`src/rtl/circle_from_points_defines.svh`:
```
// assertion macros for the circle from points rtl
`ifndef CIRCLE_FROM_POINTS_DEFINES_SVH
`define CIRCLE_FROM_POINTS_DEFINES_SVH

// property checked on every rising clock edge outside reset
`define CFP_ASSERT(label, prop, msg) \
   label: assert property (@(posedge clock) disable iff (reset) prop) else $error(msg);

// condition in one cycle implies outcome in the next
`define CFP_ASSERT_NEXT(label, pre, post, msg) \
   `CFP_ASSERT(label, pre |=> post, msg)

`endif

```
`src/rtl/cfp_pkg.sv`:
```
// types, widths and codes for the circle from points block
package cfp_pkg;

   localparam int COORD_W      = 16;
   localparam int DIFF_W       = COORD_W + 1;
   localparam int SQ_W         = 2 * DIFF_W + 1;
   localparam int DET_W        = 2 * DIFF_W + 1;
   localparam int ADET_W       = DET_W - 1;
   localparam int NUM_W        = SQ_W + DIFF_W;
   localparam int DEN_W        = ADET_W + 1;
   localparam int QUO_W        = NUM_W;
   localparam int U_LIMIT_LOG  = 40;
   localparam int U_W          = U_LIMIT_LOG + 2;
   localparam int OUT_W        = 32;
   localparam int SUM_W        = U_W + 1;
   localparam int RAD_IN_W     = 2 * OUT_W;
   localparam int REM_W        = OUT_W + 2;
   localparam int ROOT_STEPS   = OUT_W;
   localparam int CFG_W        = 31;
   localparam int CSR_IDX_W    = 8;
   localparam int CSR_DATA_W   = 32;

   localparam logic [1:0] CMD_THREE_POINTS = 2'd0;
   localparam logic [1:0] CMD_CENTER_POINT = 2'd1;
   localparam logic [1:0] CMD_CENTER_SPAN  = 2'd2;
   localparam logic [1:0] CMD_NONE         = 2'd3;

   localparam logic [CSR_IDX_W-1:0] REG_COLLINEAR_THRESHOLD = CSR_IDX_W'(0);
   localparam logic [CSR_IDX_W-1:0] REG_MIN_RADIUS          = CSR_IDX_W'(1);

   typedef struct packed {
      logic [1:0]                 cmd;
      logic signed [COORD_W-1:0]  point_a_x;
      logic signed [COORD_W-1:0]  point_a_y;
      logic signed [COORD_W-1:0]  point_b_x;
      logic signed [COORD_W-1:0]  point_b_y;
      logic signed [COORD_W-1:0]  point_c_x;
      logic signed [COORD_W-1:0]  point_c_y;
      logic                       points_valid;
   } req_type;

   typedef struct packed {
      logic signed [OUT_W-1:0] ctr_x;
      logic signed [OUT_W-1:0] ctr_y;
      logic [OUT_W-1:0]        radius;
      logic                    circle_valid;
      logic                    saturated;
   } rsp_type;

   typedef struct packed {
      logic                      vld;
      logic                      kill;
      logic                      mode0;
      logic signed [COORD_W-1:0] ax;
      logic signed [COORD_W-1:0] ay;
      logic signed [DIFF_W-1:0]  lx;
      logic signed [DIFF_W-1:0]  ly;
      logic                      neg_x;
      logic                      neg_y;
   } div_side_type;

   typedef struct packed {
      div_side_type      side;
      logic [DEN_W-1:0]  den;
      logic [NUM_W-1:0]  num_x;
      logic [NUM_W-1:0]  num_y;
      logic [DEN_W-1:0]  rem_x;
      logic [DEN_W-1:0]  rem_y;
      logic [QUO_W-1:0]  quo_x;
      logic [QUO_W-1:0]  quo_y;
   } div_word_type;

   typedef struct packed {
      logic                    vld;
      logic                    kill;
      logic                    mode0;
      logic signed [OUT_W-1:0] cx;
      logic signed [OUT_W-1:0] cy;
      logic                    csat;
      logic                    rad_sat;
   } root_side_type;

   typedef struct packed {
      root_side_type       side;
      logic [RAD_IN_W-1:0] sq;
      logic [REM_W-1:0]    rem;
      logic [OUT_W-1:0]    root;
   } root_word_type;

endpackage

```
`src/rtl/cfp_root_cell.sv`:
```
// one result bit of the radius square root
module cfp_root_cell (
   input  logic                   clock,
   input  logic                   reset,
   input  logic                   en,
   input  cfp_pkg::root_word_type src,
   output cfp_pkg::root_word_type dst
);
   import cfp_pkg::*;

   logic [REM_W+1:0] rem4;
   logic [REM_W+1:0] trial;
   logic             ge;
   root_word_type    word_in;
   root_word_type    word_ff;

   always_comb begin
      rem4  = {src.rem, src.sq[RAD_IN_W-1:RAD_IN_W-2]};
      trial = {2'b00, src.root, 2'b01};
      ge    = rem4 >= trial;
      word_in      = src;
      word_in.sq   = {src.sq[RAD_IN_W-3:0], 2'b00};
      word_in.rem  = ge ? REM_W'(rem4 - trial) : rem4[REM_W-1:0];
      word_in.root = {src.root[OUT_W-2:0], ge};
   end

   always_ff @(posedge clock) begin
      if (reset) begin
         word_ff.side.vld <= 1'b0;
      end else if (en) begin
         word_ff <= word_in;
      end
   end

   assign dst = word_ff;

endmodule

```
`config.mk`:
```
export PLATFORM = sky130hd
export DESIGN_NAME = cfp_root_cell
export DESIGN_NICKNAME = d
export VERILOG_FILES = /design/src/rtl/circle_from_points_defines.svh /design/src/rtl/cfp_pkg.sv /design/src/rtl/cfp_root_cell.sv
export SDC_FILE = /design/constraint.sdc
export NUM_CORES = 1
export LEC_CHECK = 0
export ABC_CLOCK_PERIOD_IN_PS = 14900
export BUFFER_PORTS_ARGS = -buffer_cell sky130_fd_sc_hd__clkbuf_2
export CAP_MARGIN = 20
export CORE_ASPECT_RATIO = 0.5
export CORE_MARGIN = 2
export CORE_UTILIZATION = 46
export CTS_CLUSTER_SIZE = 20
export DETAILED_ROUTE_END_ITERATION = 12
export PLACE_DENSITY_LB_ADDON = 0.1
export SKIP_LAST_GASP = 1
export SLEW_MARGIN = 20
export SYNTH_ARGS = -nofsm -noshare
export SYNTH_HDL_FRONTEND = slang
export SYNTH_SLANG_ARGS = --single-unit
```
`constraint.sdc`:
```
create_clock -name clock -period 14.9 [get_ports clock]
set_input_delay 2.98 -clock clock [delete_from_list [all_inputs] [get_ports clock]]
set_output_delay 2.98 -clock clock [all_outputs]
set_load 0.005 [all_outputs]
```
==> run summary <==
Vias in the first global route -> 6069
Setup violators final -> 0
# diodes -> 0
Area Overhead vs Synth -> 34.8%
Pre-antenna DRT Iters -> 5
Initial Utilization -> 0.474
Sequential area share after synthesis -> 0.711
Least-Margin Pin Slew -> 1.04 ns
Row Count -> 34
Max incr delay on CP -> 0.54 ns
Register bit total from synthesis -> 197
Post-route ant nets -> 0
Fin area -> 11200 um2
Clock Latency Late Sink -> 0.43 ns
Min setup slack post-route -> 9.01 ns
Nets -> 1209
GP Congestion -> 0.883
Mean Syn Cell Area -> 14.7 um2
Pleak -> 5.02 nW
Status -> finished, final reports clean
Worst Path Arrival -> 6.07 ns
FILL cells -> 1394
CP max stage cell -> o21a_2
Critical path required time -> 15.08 ns
CP endpoint kind -> register
Area leader, netlist -> edfxtp_1
Reg-to-Reg Start -> dst[198]
Top_reg_cell synth -> edfxtp_1
Max Clock Skew -> 0 ns
Post-CTS Setup Repair Bufs -> 0
Worst R2R Setup Slack -> 14.26 ns
CTS buffer count -> 17
Crit-path max FO -> 32
Synth area leaders -> edfxtp_1 71%, ha_1 5.1%, nand2_1 2.2%
Commonest non-fill, non-tap cells in the layout -> 398 x clkbuf_2, 196 x edfxtp_1, 48 x nand2_1
CP top delay family -> compound AO/OA/AOI/OAI gates
Core box area -> 17500 um2
Worst-case clock buffer depth -> 2
R2R cell count -> 2
Total number of vias -> 6212
Max-capacitance violation count -> 0
Via density -> 5.10
Hold Crit Start -> dst[198]
Hold_ws -> 0.579 ns
Post_cts resized -> 0
WL/cell -> 18.6 um
Yosys cell types -> 58
Hold Path End -> dst[198]
Max Fclk -> 170 MHz
Final hold violations -> 0
Unrepaired setup endpoints after global routing -> false
DP Worst Slack -> 8.60 ns
First-pass GRT wire length -> 33.9 mm
CTS Root Cell -> clkbuf_16
Drt drc -> 0
Critical Path Source -> src[7]
Most common cell after layout, fill and taps aside -> clkbuf_2
Die Width -> 194 um
Total global routing overflow -> 0
# hold bufs at CTS -> 0
Tightest Hold Check Type -> register to register
CTS tree -> done
Crit path launch type -> primary input
Crit path kind -> primary input to register
Largest register FFs -> 197
Initial antenna violation count -> 0
Mapped Cells -> 566
Number of synthesized flops with an enable pin -> 196
Synth Cell Area -> 8300 um2
Tot Pwr -> 1.37 mW
Critical path, cell by cell -> clkbuf_2 -> inv_1 -> ha_1 -> a21o_1 -> o41ai_1 -> o211ai_1 -> a211oi_1 -> o21a_2 -> buf_4 -> inv_2 -> mux2_1
Synth warn -> 0
Worst-path clk slew -> 0.08 ns
Pwr Density -> 122 nW/um2
R2R Path End -> dst[198]
Die Area -> 19200 um2
Input/output buffers -> 398
Layout cell share with drive strength beyond 1 -> 0.450
Peak VDD IR -> 0.0896 mV
Die Span Y -> 99.0 um
Placed inst area -> 10600 um2
Max transition margin -> 0.306
CTS Sinks -> 197
Synth async-reset ratio -> 0
WP buf/inv -> 4
All-Layer GR Usage -> 0.233
Final setup TNS -> 0 ns
Final HPWL DP -> 17.5 mm
Final wirelength -> 22.7 mm
Minimum clock period -> 5.89 ns
Pins over their slew limit -> 0
Tcrit/Tclk final -> 0.395
Num ports -> 401
Hold path depth -> 2
Synth top area share -> 0.709
H-tree depth -> 4
Largest net degree at the start of global routing -> 85
Initial DRC Count -> 310
## Yosys cell counts (all sizes together) (5+ instances only)
library cell,n
nand2b,6
a21oi,26
xnor2,12
o21ai,44
a21o,22
nor3,8
xor2,16
nor2,15
ha,34
and2,6
nand2,48
and3,9
inv,42
buf,9
nand4,7
edfxtp,196
a31oi,5
clkbuf,5
## logic make-up (layout without fill, tap and decap cells)
group                      Yosys count  in the layout  share of synthesized area
adders and majority gates           34             34                     0.0512
other                                1              2                   0.000452
DFF                                197            197                      0.711
buffers and inverters               56            474                     0.0276
and+or+nand+nor                    114            114                     0.0669
AOI/OAI and AO/OA                  129            129                      0.104
xor gates and xnor gates            28             28                     0.0295
muxes                                7              7                    0.00889
## worst min-delay path: cells and delay by family, from the launching register on
kind             cells  cell delay [ns]
AND/OR/NAND/NOR      1             0.07
multiplexers         1             0.14
flip-flops           1             0.33
## cell type report
type / instances / area [um2] / share of cell area
Sequential cell: 197 / 5910 / 0.528
Multi-Input combinational cell: 314 / 2180 / 0.195
Timing Repair Buffer: 401 / 2010 / 0.180
Clock buffer: 17 / 425 / 0.0380
Tap cell: 234 / 293 / 0.0262
Clock inverter: 14 / 213 / 0.0190
Inverter: 42 / 158 / 0.0141
## per-stage QoR
step,instances,utilization
2_1_floorplan,567,-
3_3_place_gp,1188,0.602
3_5_place_dp,1188,0.602
4_1_cts,1219,0.638
5_1_grt,1219,0.638
6_report,1219,0.638
## worst max path at each step
stage                    to  slack (ns)  depth (start not counted)
detailed placement  dst[59]        8.60                         11
global route        dst[64]        8.76                         11
CTS                 dst[59]        9.03                         11
global placement    dst[64]        8.65                         11
floorplan            dst[0]        2.46                          1
finish              dst[59]        9.01                         11
## metal layers
layer  GRT usage  part of all wire
met5           0                 0
met2       0.405              0.51
met4      0.0577             0.011
met3      0.0513             0.056
met1       0.302              0.42
## where the power goes
group	internal, mW	switching [mW]	total (mW)
registers	0.660	0.0121	0.672
clock network	0.273	0.228	0.501
logic	0.0875	0.106	0.193
total	1.02	0.346	1.37
(Power assumes the default switching activity.)
